$ cat src/design/t9kc_pkg.sv
// shared types, constants and helper functions of the t9 keypad candidate collector
// no dependencies; imported by every module of the block
package t9kc_pkg;

   localparam int MAX_CANDIDATES_DEF = 32;
   localparam int MAX_SPELLING       = 6;
   localparam int KEY_DIGITS         = 6;

   // register map, word index taken from paddr[3:2]
   localparam logic [1:0] CSR_KEY_DIGITS  = 2'd0;
   localparam logic [1:0] CSR_KEY_LENGTH  = 2'd1;
   localparam logic [1:0] CSR_CHAR_LIMIT  = 2'd2;
   localparam logic [1:0] CSR_BYTE_BUDGET = 2'd3;

   localparam logic [5:0] CHAR_LIMIT_RST  = 6'd32;
   localparam logic [7:0] BYTE_BUDGET_RST = 8'd64;

   localparam logic        ACTION_CLEAR = 1'b0;
   localparam logic        ACTION_OFFER = 1'b1;

   localparam logic [7:0] CH_UPPER_A = "A";
   localparam logic [7:0] CH_UPPER_Z = "Z";
   localparam logic [7:0] CH_LOWER_A = "a";
   localparam logic [7:0] CH_LOWER_Z = "z";
   localparam logic [7:0] CH_C = "c";
   localparam logic [7:0] CH_F = "f";
   localparam logic [7:0] CH_I = "i";
   localparam logic [7:0] CH_L = "l";
   localparam logic [7:0] CH_O = "o";
   localparam logic [7:0] CH_S = "s";
   localparam logic [7:0] CH_V = "v";

   localparam logic [20:0] UTF8_ONE_LIMIT   = 21'h80;
   localparam logic [20:0] UTF8_TWO_LIMIT   = 21'h800;
   localparam logic [20:0] UTF8_THREE_LIMIT = 21'h10000;

   // registered output of the lane stage
   typedef struct packed {
      logic        action;
      logic [20:0] glyph;
      logic        match;
      logic        dup;
      logic [2:0]  utf8_len;
   } lane_result_type;

   // one result item
   typedef struct packed {
      logic        taken;
      logic [20:0] glyph_out;
      logic [4:0]  slot;
      logic [5:0]  char_count;
      logic [7:0]  bytes_used;
      logic        budget_stop;
   } result_type;

   // keypad digit of an ascii letter, zero for anything else
   function automatic logic [3:0] letter_digit(input logic [7:0] ch);
      logic [7:0] lc;
      logic [3:0] d;
      lc = ch;
      if (ch inside {[CH_UPPER_A:CH_UPPER_Z]}) begin
         lc = ch - CH_UPPER_A + CH_LOWER_A;
      end
      if (!(lc inside {[CH_LOWER_A:CH_LOWER_Z]})) d = 4'd0;
      else if (lc <= CH_C) d = 4'd2;
      else if (lc <= CH_F) d = 4'd3;
      else if (lc <= CH_I) d = 4'd4;
      else if (lc <= CH_L) d = 4'd5;
      else if (lc <= CH_O) d = 4'd6;
      else if (lc <= CH_S) d = 4'd7;
      else if (lc <= CH_V) d = 4'd8;
      else d = 4'd9;
      return d;
   endfunction

   // encoded length; anything past the unicode range counts as four bytes
   function automatic logic [2:0] utf8_length(input logic [20:0] cp);
      logic [2:0] n;
      if (cp < UTF8_ONE_LIMIT) n = 3'd1;
      else if (cp < UTF8_TWO_LIMIT) n = 3'd2;
      else if (cp < UTF8_THREE_LIMIT) n = 3'd3;
      else n = 3'd4;
      return n;
   endfunction

endpackage

$ cat src/design/t9kc_key_match.sv
// spelling match lanes: one lane per key digit maps a letter and compares it
// depends on t9kc_pkg (letter_digit, KEY_DIGITS, MAX_SPELLING)
module t9kc_key_match
   import t9kc_pkg::*;
(
   input  logic [23:0] key_digits,
   input  logic [2:0]  key_length,
   input  logic [47:0] spelling,
   input  logic [2:0]  spelling_length,
   output logic        match
);

   logic [KEY_DIGITS-1:0] lane_ok;
   logic [2:0]            spell_len;

   for (genvar i = 0; i < KEY_DIGITS; i++) begin : g_lane
      logic [3:0] want;
      logic [3:0] got;
      assign want = key_digits[4*i +: 4];
      assign got  = letter_digit(spelling[8*i +: 8]);
      // lanes past the key length do not vote
      assign lane_ok[i] = (3'(i) >= key_length) || ((got != 4'd0) && (got == want));
   end

   assign spell_len = (spelling_length > 3'(MAX_SPELLING)) ? 3'(MAX_SPELLING)
                                                            : spelling_length;

   assign match = (key_length != 3'd0) && (key_length <= 3'(KEY_DIGITS)) &&
                  (key_length <= spell_len) && (&lane_ok);

endmodule

$ cat src/design/t9kc_seen_store.sv
// candidate table with one compare lane per entry for the duplicate check
// depends on t9kc_pkg
module t9kc_seen_store
   import t9kc_pkg::*;
#(
   parameter int MAX_CANDIDATES = MAX_CANDIDATES_DEF,
   localparam int CNT_W = $clog2(MAX_CANDIDATES + 1),
   localparam int IDX_W = (MAX_CANDIDATES > 1) ? $clog2(MAX_CANDIDATES) : 1
) (
   input  logic             clock,
   input  logic             wr_en,
   input  logic [IDX_W-1:0] wr_idx,
   input  logic [20:0]      wr_glyph,
   input  logic [CNT_W-1:0] fill_count,
   input  logic [20:0]      probe_glyph,
   output logic             dup
);

   logic [20:0]               seen_ff [MAX_CANDIDATES];
   logic [MAX_CANDIDATES-1:0] hit;

   always_ff @(posedge clock) begin
      if (wr_en) begin
         seen_ff[wr_idx] <= wr_glyph;
      end
   end

   // only entries below the fill count have been written in this query
   for (genvar i = 0; i < MAX_CANDIDATES; i++) begin : g_lane
      assign hit[i] = (CNT_W'(i) < fill_count) && (seen_ff[i] == probe_glyph);
   end

   assign dup = |hit;

endmodule

$ cat src/design/t9kc_merge.sv
// merge stage: combines lane results with query counters and builds the result
// depends on t9kc_pkg (lane_result_type, result_type, ACTION_CLEAR)
module t9kc_merge
   import t9kc_pkg::*;
#(
   parameter int MAX_CANDIDATES = MAX_CANDIDATES_DEF,
   localparam int CNT_W = $clog2(MAX_CANDIDATES + 1),
   localparam int IDX_W = (MAX_CANDIDATES > 1) ? $clog2(MAX_CANDIDATES) : 1,
   localparam int CMP_W = (CNT_W > 6) ? CNT_W : 6
) (
   input  logic             clock,
   input  logic             reset,
   input  logic             commit,
   input  lane_result_type  lane,
   input  logic [5:0]       char_limit,
   input  logic [7:0]       byte_budget,
   output logic [CNT_W-1:0] count,
   output logic             wr_en,
   output logic [IDX_W-1:0] wr_idx,
   output result_type       result
);

   logic [CNT_W-1:0] count_ff, count_in;
   logic [7:0]       bytes_ff, bytes_in;
   logic             stop_ff, stop_in;
   logic [CMP_W-1:0] limit;
   logic [9:0]       need;
   logic             eligible;
   logic             over;
   logic             take;

   always_comb begin
      limit = (CMP_W'(char_limit) > CMP_W'(MAX_CANDIDATES)) ? CMP_W'(MAX_CANDIDATES)
                                                            : CMP_W'(char_limit);
      eligible = (lane.action != ACTION_CLEAR) && !stop_ff && (limit != '0) &&
                 (byte_budget != 8'd0) && (lane.glyph != 21'd0) &&
                 (CMP_W'(count_ff) < limit) && lane.match && !lane.dup;
      // glyph bytes plus the terminator must stay below the budget
      need = 10'(bytes_ff) + 10'(lane.utf8_len) + 10'd1;
      over = need >= 10'(byte_budget);
      take = eligible && !over;

      count_in = count_ff;
      bytes_in = bytes_ff;
      stop_in  = stop_ff;
      if (lane.action == ACTION_CLEAR) begin
         count_in = '0;
         bytes_in = 8'd0;
         stop_in  = 1'b0;
      end else if (take) begin
         count_in = count_ff + CNT_W'(1);
         bytes_in = bytes_ff + 8'(lane.utf8_len);
      end else if (eligible) begin
         stop_in = 1'b1;
      end

      result.taken       = take;
      result.glyph_out   = take ? lane.glyph : 21'd0;
      result.slot        = take ? 5'(count_ff) : 5'd0;
      result.char_count  = 6'(count_in);
      result.bytes_used  = bytes_in;
      result.budget_stop = stop_in;
   end

   always_ff @(posedge clock) begin
      if (reset) begin
         count_ff <= '0;
         bytes_ff <= 8'd0;
         stop_ff  <= 1'b0;
      end else if (commit) begin
         count_ff <= count_in;
         bytes_ff <= bytes_in;
         stop_ff  <= stop_in;
      end
   end

   assign count  = count_ff;
   assign wr_en  = commit && take;
   assign wr_idx = IDX_W'(count_ff);

endmodule

$ cat src/design/t9_keypad_candidate_collector_core.sv
// top level of the t9 keypad candidate collector
// depends on t9kc_pkg, t9kc_key_match, t9kc_seen_store, t9kc_merge
//
// Each request offers one dictionary glyph with its spelling, or clears the
// query, and gives exactly one result. A request passes through a lane stage,
// where one lane per key digit checks the spelling and one compare lane per
// candidate entry checks for a duplicate, and then a merge stage that updates
// the counters and the candidate table. The next request is taken in the merge
// cycle, so it overlaps the one that commits; a result waiting in the output
// register only holds the merge when a second result is due. The candidate
// table has no reset clear; only entries below the current count are compared.
// Registers are at byte addresses 0x0 key_digits, 0x4 key_length, 0x8
// char_limit and 0xc byte_budget and should be written while idle.
module t9_keypad_candidate_collector_core
   import t9kc_pkg::*;
#(
   parameter int MAX_CANDIDATES = MAX_CANDIDATES_DEF
) (
   input  logic        clock,
   input  logic        reset,
   input  logic        req_tvalid,
   output logic        req_tready,
   input  logic [71:0] req_tdata,  // spelling[47:0], spelling_length[50:48], glyph[71:51]
   input  logic        req_tuser,  // action
   output logic        rsp_tvalid,
   input  logic        rsp_tready,
   output logic [47:0] rsp_tdata,  // glyph_out[20:0], slot[25:21], char_count[31:26],
                                   // bytes_used[39:32], budget_stop[40], zeros above
   output logic        rsp_tuser,  // taken
   input  logic        csr_psel,
   input  logic        csr_penable,
   input  logic        csr_pwrite,
   input  logic [3:0]  csr_paddr,
   input  logic [31:0] csr_pwdata,
   output logic [31:0] csr_prdata,
   output logic        csr_pready
);

   localparam int CNT_W = $clog2(MAX_CANDIDATES + 1);
   localparam int IDX_W = (MAX_CANDIDATES > 1) ? $clog2(MAX_CANDIDATES) : 1;

   localparam logic [1:0] ST_IDLE  = 2'd0;
   localparam logic [1:0] ST_LANE  = 2'd1;
   localparam logic [1:0] ST_MERGE = 2'd2;

   logic [1:0]       state_ff, state_in;
   logic [23:0]      key_digits_ff;
   logic [2:0]       key_length_ff;
   logic [5:0]       char_limit_ff;
   logic [7:0]       byte_budget_ff;
   logic             csr_write;

   logic             req_action_ff;
   logic [47:0]      req_spelling_ff;
   logic [2:0]       req_spell_len_ff;
   logic [20:0]      req_glyph_ff;

   lane_result_type  lane_ff, lane_in;
   logic             match;
   logic             dup;

   logic             accept;
   logic             out_free;
   logic             commit;
   logic [CNT_W-1:0] count;
   logic             wr_en;
   logic [IDX_W-1:0] wr_idx;
   result_type       result;

   logic             rsp_valid_ff;
   result_type       rsp_ff;

   // configuration port
   assign csr_pready = 1'b1;
   assign csr_write  = csr_psel && csr_penable && csr_pwrite && csr_pready;

   always_ff @(posedge clock) begin
      if (reset) begin
         key_digits_ff  <= 24'd0;
         key_length_ff  <= 3'd0;
         char_limit_ff  <= CHAR_LIMIT_RST;
         byte_budget_ff <= BYTE_BUDGET_RST;
      end else if (csr_write) begin
         case (csr_paddr[3:2])
            CSR_KEY_DIGITS:  key_digits_ff  <= csr_pwdata[23:0];
            CSR_KEY_LENGTH:  key_length_ff  <= csr_pwdata[2:0];
            CSR_CHAR_LIMIT:  char_limit_ff  <= csr_pwdata[5:0];
            CSR_BYTE_BUDGET: byte_budget_ff <= csr_pwdata[7:0];
            default: ;
         endcase
      end
   end

   always_comb begin
      case (csr_paddr[3:2])
         CSR_KEY_DIGITS:  csr_prdata = 32'(key_digits_ff);
         CSR_KEY_LENGTH:  csr_prdata = 32'(key_length_ff);
         CSR_CHAR_LIMIT:  csr_prdata = 32'(char_limit_ff);
         CSR_BYTE_BUDGET: csr_prdata = 32'(byte_budget_ff);
         default:         csr_prdata = 32'd0;
      endcase
   end

   // sequencing
   assign out_free   = !rsp_valid_ff || rsp_tready;
   assign commit     = (state_ff == ST_MERGE) && out_free;
   assign req_tready = (state_ff == ST_IDLE) || commit;
   assign accept     = req_tvalid && req_tready;

   always_comb begin
      state_in = state_ff;
      case (state_ff)
         ST_IDLE:  if (accept) state_in = ST_LANE;
         ST_LANE:  state_in = ST_MERGE;
         ST_MERGE: if (commit) state_in = accept ? ST_LANE : ST_IDLE;
         default:  state_in = ST_IDLE;
      endcase
   end

   always_ff @(posedge clock) begin
      if (reset) begin
         state_ff <= ST_IDLE;
      end else begin
         state_ff <= state_in;
      end
   end

   always_ff @(posedge clock) begin
      if (accept) begin
         req_action_ff    <= req_tuser;
         req_spelling_ff  <= req_tdata[47:0];
         req_spell_len_ff <= req_tdata[50:48];
         req_glyph_ff     <= req_tdata[71:51];
      end
   end

   // lane stage
   t9kc_key_match u_key_match (
      .key_digits      (key_digits_ff),
      .key_length      (key_length_ff),
      .spelling        (req_spelling_ff),
      .spelling_length (req_spell_len_ff),
      .match           (match)
   );

   t9kc_seen_store #(
      .MAX_CANDIDATES (MAX_CANDIDATES)
   ) u_seen_store (
      .clock       (clock),
      .wr_en       (wr_en),
      .wr_idx      (wr_idx),
      .wr_glyph    (lane_ff.glyph),
      .fill_count  (count),
      .probe_glyph (req_glyph_ff),
      .dup         (dup)
   );

   always_comb begin
      lane_in.action   = req_action_ff;
      lane_in.glyph    = req_glyph_ff;
      lane_in.match    = match;
      lane_in.dup      = dup;
      lane_in.utf8_len = utf8_length(req_glyph_ff);
   end

   always_ff @(posedge clock) begin
      if (state_ff == ST_LANE) begin
         lane_ff <= lane_in;
      end
   end

   // merge stage
   t9kc_merge #(
      .MAX_CANDIDATES (MAX_CANDIDATES)
   ) u_merge (
      .clock       (clock),
      .reset       (reset),
      .commit      (commit),
      .lane        (lane_ff),
      .char_limit  (char_limit_ff),
      .byte_budget (byte_budget_ff),
      .count       (count),
      .wr_en       (wr_en),
      .wr_idx      (wr_idx),
      .result      (result)
   );

   // output register
   always_ff @(posedge clock) begin
      if (reset) begin
         rsp_valid_ff <= 1'b0;
      end else if (commit) begin
         rsp_valid_ff <= 1'b1;
      end else if (rsp_tready) begin
         rsp_valid_ff <= 1'b0;
      end
   end

   always_ff @(posedge clock) begin
      if (commit) begin
         rsp_ff <= result;
      end
   end

   assign rsp_tvalid = rsp_valid_ff;
   assign rsp_tuser  = rsp_ff.taken;
   assign rsp_tdata  = {7'd0, rsp_ff.budget_stop, rsp_ff.bytes_used, rsp_ff.char_count,
                        rsp_ff.slot, rsp_ff.glyph_out};

endmodule
$ cat config.mk
export PLATFORM = sky130hd
export DESIGN_NAME = t9_keypad_candidate_collector_core
export DESIGN_NICKNAME = d
export VERILOG_FILES = /design/src/design/t9kc_pkg.sv /design/src/design/t9kc_key_match.sv /design/src/design/t9kc_seen_store.sv /design/src/design/t9kc_merge.sv /design/src/design/t9_keypad_candidate_collector_core.sv
export SDC_FILE = /design/constraint.sdc
export NUM_CORES = 1
export LEC_CHECK = 0
export ABC_AREA = 1
export BUFFER_PORTS_ARGS = -buffer_cell sky130_fd_sc_hd__buf_4
export CAP_MARGIN = 20
export CORE_MARGIN = 2
export CORE_UTILIZATION = 30
export DETAILED_ROUTE_END_ITERATION = 16
export PLACE_DENSITY = 0.45
export SETUP_SLACK_MARGIN = 0.05
export SLEW_MARGIN = 20
export SYNTH_ARGS = -nofsm -noshare
export SYNTH_HDL_FRONTEND = slang
export SYNTH_HIERARCHICAL = 1
export SYNTH_SLANG_ARGS = --single-unit
$ cat constraint.sdc
create_clock -name clock -period 6.3 [get_ports clock]
set_input_delay 0.945 -clock clock [delete_from_list [all_inputs] [get_ports clock]]
set_output_delay 0.945 -clock clock [all_outputs]
set_load 0.1 [all_outputs]
# == Word level (Yosys, flattened, before mapping) ==
# Memory sizes are Yosys's and may differ from the RTL's.
# Cells that the tools add are included.
# word_totals
reg_bits,201
mem_bits_rw,672
input_bits,116
output_inout_bits,84
wordCells,373
n_memories,1
# mem_list
name,depth,width,read_ports,rd_clocked_by_memory_dff,wr,line,source
u_seen_store.seen_ff,32,21,32,0,1,t9kc_seen_store.sv:19,logic [20:0] seen_ff [MAX_CANDIDATES];
# classes
n_addsub,16
n_lt_le_gt_ge,113
n_eq_ne,45
mux,74
reduce_logical,99
# op_table
op,n
$eq A21 B21 Y1,32
$le A8 B7 Y1 const B,54
$mux W4,42
$pmux W32 S4,1
$ge A8 B7 Y1 const B,12
$lt A5 B6 Y1 const A,16
$logic_and A1 B1 Y1,66
$mux W8,8
$add A8 B7 Y8 const B,6
$lt A4 B6 Y1 const A,8
$sub A8 B7 Y8 const B,6
$reduce_or A32 Y1,1
$eq A4 B4 Y1,6
$lt A3 B6 Y1 const A,4
$reduce_bool A4 Y1,6
$lt A21 B12 Y1 const B,1
$lt A21 B17 Y1 const B,1
$lt A21 B8 Y1 const B,1
$reduce_bool A21 Y1,1
$mux W6,3
$mux W1,14
$lt A1 B6 Y1 const A,2
$lt A2 B6 Y1 const A,2
$add A10 B1 Y10 const B,1
28 further kinds,53

# == Logic depth before layout (Yosys ltp) ==
# depth
depth_word,17
mapped_depth,24

# == Modules after synthesis ==
# Netlist, hierarchy kept.
# by_module_without_submodules
mod,n_inst,cells_each,area_each_um2,seq_area_each_um2
t9kc_seen_store,1,2986,31265.0,20179.4
t9_keypad_candidate_collector_core,1,515,6575.1,5144.9
t9kc_key_match,1,601,2961.6,0.0
t9kc_merge,1,352,2228.4,300.3

# == Worst setup path after synthesis ==
# No wires, ideal clock.
# synth_path
path_type,input port to flip-flop
startpoint,input rsp_tready
endpoint,memory u_seen_store.seen_ff[10][0] (enable)
setup_ns,0.399
arrival_time_ns,4.679
path_slack_ns,1.223
cell_stages,7
path_buffers,1
path_cell_list,nor2_1 -> nor2_1 -> clkbuf_1 -> inv_1 -> nor2_1 -> nand3_1 -> nor2_1
# synth_between
elab_chain_len,5
# synth_lines
item,line,source
start: declaration,t9_keypad_candidate_collector_core.sv:26,"input logic rsp_tready,"
$logic_or A1 B1 Y1,t9_keypad_candidate_collector_core.sv:105,assign out_free = !rsp_valid_ff || rsp_tready;
$logic_and A1 B1 Y1,t9_keypad_candidate_collector_core.sv:106,assign commit = (state_ff == ST_MERGE) && out_free;
named net commit,t9_keypad_candidate_collector_core.sv:64,logic commit;
$logic_and A1 B1 Y1,t9kc_merge.sv:78,assign wr_en = commit && take;
named net wr_en,t9_keypad_candidate_collector_core.sv:66,logic wr_en;
$mux W1,t9kc_seen_store.sv:23,if (wr_en) begin
$mux W1 (not written as such),t9kc_seen_store.sv:24,seen_ff[wr_idx] <= wr_glyph;
end: declaration,t9kc_seen_store.sv:19,
# The timed path passes the listed nets, and every way through them passes these cells.

# == Final worst setup path ==
# layout_path
startpoint,register lane_ff[0] (netlist bit)
endpoint,memory u_seen_store.seen_ff[12][8] (enable)
# layout_between
elab_chain_len,8
# layout_lines
item,line,source
start: declaration,t9_keypad_candidate_collector_core.sv:58,"lane_result_type lane_ff, lane_in;"
start signal: assignment,t9_keypad_candidate_collector_core.sv:168,lane_ff <= lane_in;
$add A8 B3 Y9,t9kc_merge.sv:39,need = 10'(bytes_ff) + 10'(lane.utf8_len) + 10'd1;
$add A10 B1 Y10,t9kc_merge.sv:39,
$ge A10 B8 Y1,t9kc_merge.sv:40,over = need >= 10'(byte_budget);
$logic_not A1 Y1,t9kc_merge.sv:41,take = eligible && !over;
$logic_and A1 B1 Y1,t9kc_merge.sv:41,
$logic_and A1 B1 Y1,t9kc_merge.sv:78,
named net wr_en,t9_keypad_candidate_collector_core.sv:66,
$mux W1,t9kc_seen_store.sv:23,
$mux W1 (not written as such),t9kc_seen_store.sv:24,
# The timed path passes the listed nets, and every way through them passes these cells.

==> run_results.csv <==
group,metric,value,unit
route,avgViaCountPerCell,4.626,
sta,setup_violations,0,
clock_tree,ctsRootBufferMaster,"clkbuf_16",
floorplanning,core_area,0.1419,mm2
floorplanning,initial_core_util,30.32,%
place,hpwl,90.70,mm
final_layout,final_cells,6690,
setup_path,worst_setup_path_start_kind,"flop",
logic_synthesis,ys_seq_area_share,59.55,%
sta,fin_hold_ws,398.8,ps
place,placed_cells,6508,
route,num_vias,30950,
final_layout,num-fill-cells,14350,
sta,period_needed,5198,ps
sta,finalHoldViolCount,0,
floorplanning,die_y,382.7,um
clock_tree,cts_buffers,100,
power_and_ir_drop,seqPwrFrac,48.0,%
setup_path,path_max_fanout,13,
clock_tree,cts_sinks,873,
clock_tree,clock_latency,730,ps
setup_path,crit_type,"flop to flop",
route,drcViolationCount,0,
final_layout,nets,4865,
power_and_ir_drop,switchingPower,3.460,mW
sta,fin_tns_setup,0,ps
clock_tree,htreeDepth,3,
logic_synthesis,postSynthAreaPerCell,9.661,um2
sta,skew,43.65,ps
final_layout,drive_above_1_share,13.17,%
grt,grt_usage,20.68,%
floorplanning,core.rowCount,138,
floorplanning,io_pins,200,
grt,grt_max_degree,72,
power_and_ir_drop,p_total,13.39,mW
setup_path,required,6690,ps
min_path,hp-class,"input pin to flop",
logic_synthesis,yosysWarningCount,6,
logic_synthesis,netlist_area,0.04303,mm2
route,highest_layer,"met5",
grt,grt_pass1_wl,215.4,mm
clock_tree,cts.path.max_buffers,3,
sta,fin_crit_sh,82.51,%
logic_synthesis,yosysUniqueCellTypes,55,
power_and_ir_drop,p_clk_share,42.6,%
route,drtIter0Drc,2739,
grt,antenna_found_initial,4,
route,ant_nets,0,
clock_tree,post-cts-setup-buffer-count,0,
sta,tightest_slew,1136,ps
route,wl_met2,75.89,mm
grt,grt_pass1_vias,29150,
power_and_ir_drop,switching_share,25.83,%
route,wirelength_met1,65.81,mm
final_layout,syn_to_final_growth,16.27,%
sta,fmax,192.4,MHz
power_and_ir_drop,p_per_area,267.7,mW/mm2
logic_synthesis,ys_async_sr_fraction,0,%
route,met3WireLength,7.868,mm
floorplanning,die-area,0.1465,mm2
sta,slew_viol_final,0,
sta,rsz0062_at_grt,"no",
clock_tree,ctsResizeCount,0,
route,wirelength,153.8,mm
route,wl_per_cell,22.98,um
power_and_ir_drop,leakagePower,20.25,nW
clock_tree,cts_tree,"done",
setup_path,arrival,5590,ps
final_layout,postLayoutCoreUtil,35.25,%
clock_tree,cts_hold_buf,0,
clock_tree,clk_pin_slew,60,ps
run,max_cap_violations,0,
logic_synthesis,synth_edf_count,814,
sta,slew_headroom,23.47,%
power_and_ir_drop,p_comb_share,9.3,%
route,dr.pass1.iters,5,
power_and_ir_drop,ir_drop,0.1837,mV
grt,grt.overflow.total,0,
floorplanning,die-width,382.7,um
logic_synthesis,syn_inst,4454,
setup_path,cp-end-kind,"flop",
logic_synthesis,ys_seq_elements,873,
run_status,status,"finished clean",
place,gp_congestion,0.8398,
power_and_ir_drop,p_int,9.935,mW
logic_synthesis,synth_ff_type,"edfxtp_1",
place,portBuffers,173,
[registers in the layout, summed over array words and instances, names as in the netlist]
name / cells
u_seen_store/seen_ff: 672
req_spelling_ff: 48
rsp_tdata: 41
lane_ff: 27
key_digits_ff: 24
req_glyph_ff: 21
byte_budget_ff: 8
u_merge/bytes_ff: 8
char_limit_ff: 6
u_merge/count: 6
key_length_ff: 3
req_spell_len_ff: 3
state_ff: 2
req_action_ff: 1
rsp_tuser: 1
rsp_tvalid: 1
u_merge/stop_ff: 1
[critical path, stage by stage (launching register included)]
cell and delay [ps]:
edfxtp_1 370, ha_1 260, fa_1 530, inv_1 60, nor3_1 310, nor3b_1 360
xnor2_1 190, ha_1 270, nand2_1 100, inv_1 40, a21oi_1 130, nand2_1 70
nand2_1 60, nand2_1 80, nor2_2 160, nand3_4 90, nor2_1 420, nand3_1 510
nor2_2 560, buf_4 320
[cell type report]
cell class              instances  area, um2  share of cell area (%)
clock inverters                52      483.0                  0.9653
multi-input cells            2931      14610                   29.20
repair buffers                299       2302                   4.602
inverters                     515       1934                   3.866
diodes                          2      5.005                 0.01000
clock buffers                 128       2709                   5.414
well taps                    1890       2365                   4.727
flip-flops and latches        873      25620                   51.22
[metal layers]
metal | vias to the layer above | GRT usage, %
li1 | 14810 | -
met1 | 15080 | 26.84
met2 | 847 | 35.89
met3 | 212 | 2.924
met4 | 2 | 5.628
met5 | - | 0
[cells by family after synthesis]
logic type	share of synthesized area (%)
and+or+nand+nor	22.13
DFF	59.55
buffers and inverters	6.842
xor gates and xnor gates	7.857
AOI/OAI and AO/OA	2.739
adders and majority gates	0.8607
other	0.01745
[worst paths after layout]
check,start,to,slack [ps],depth (start not counted)
setup / recovery,lane_ff[0],u_seen_store/seen_ff[12][8],1100,19
hold / removal,req_tdata[35],req_spelling_ff[35],400,1
setup reg to reg,lane_ff[0],u_seen_store/seen_ff[12][8],1100,19
hold reg to reg,req_action_ff,lane_ff[26],430,0
[synth_stat cells, drive strengths merged (2+ instances only)]
| cell type | count | area [um2] |
|---|---|---|
| a21boi | 3 | 22.52 |
| a21oi | 57 | 394.1 |
| a22o | 2 | 17.52 |
| a31oi | 2 | 12.51 |
| and2 | 2 | 12.51 |
| buf | 137 | 964.7 |
| clkbuf | 12 | 46.29 |
| clkinv | 2 | 7.510 |
| conb | 2 | 7.510 |
| dfxtp | 59 | 1181 |
| edfxtp | 814 | 24440 |
| ha | 28 | 350.3 |
| inv | 513 | 1926 |
| nand2 | 1316 | 5087 |
| nand3 | 243 | 1334 |
| nand3b | 6 | 45.04 |
| nand4 | 41 | 256.5 |
| nor2 | 664 | 2601 |
| nor3 | 24 | 146.4 |
| nor3b | 3 | 22.52 |
| o211ai | 4 | 35.03 |
| o21a | 4 | 30.03 |
| o21ai | 119 | 610.6 |
| or2 | 2 | 12.51 |
| xnor2 | 123 | 1077 |
| xor2 | 263 | 2303 |
[per-stage QoR]
step | instance area [um2] | setup WS (ps)
3_3_place_gp | 46810 | 1141
5_1_grt | 50030 | 802.9
3_5_place_dp | 46830 | 1177
2_1_floorplan | 43080 | 1223
6_report | 50030 | 1102
4_1_cts | 50030 | 1151
[power by group through the flow]
stage	clock [mW]	combinational, mW	sequential [mW]
floorplan	0	0.690	6.60
global placement	0	1.25	6.55
detailed placement	0	1.26	6.55
CTS	5.84	1.26	6.43
global route	6.05	1.34	6.43
finish	5.71	1.25	6.43
[layout by cell type, fill, tap and decap left out, types with 4 or more instances in the layout]
cell       Yosys  layout
a21oi_1       32      32
a21oi_2       23      23
buf_4         65     295
bufinv_16      0       5
clkbuf_1      11      19
clkbuf_16      0     101
clkbuf_8       0       8
clkinv_1       2      28
clkinv_16      0       4
clkinv_2       0      15
conb_1         2      16
dfxtp_1       59      59
edfxtp_1     814     814
ha_1          28      28
inv_1        479     475
inv_2         34      34
nand2_1     1271    1271
nand2_2       38      38
nand2_4        7       7
nand3_1      224     224
nand3_2       16      16
nand3b_1       6       6
nand4_1       41      41
nor2_1       640     604
nor2_2        16      51
nor2_4         7       8
nor3_1        20      20
o21a_1         4       4
o21ai_0       96      96
o21ai_1       19      19
o21ai_2        4       4
xnor2_1      123     123
xor2_1       263     263
Note: power is estimated with default switching activity, not from simulation.
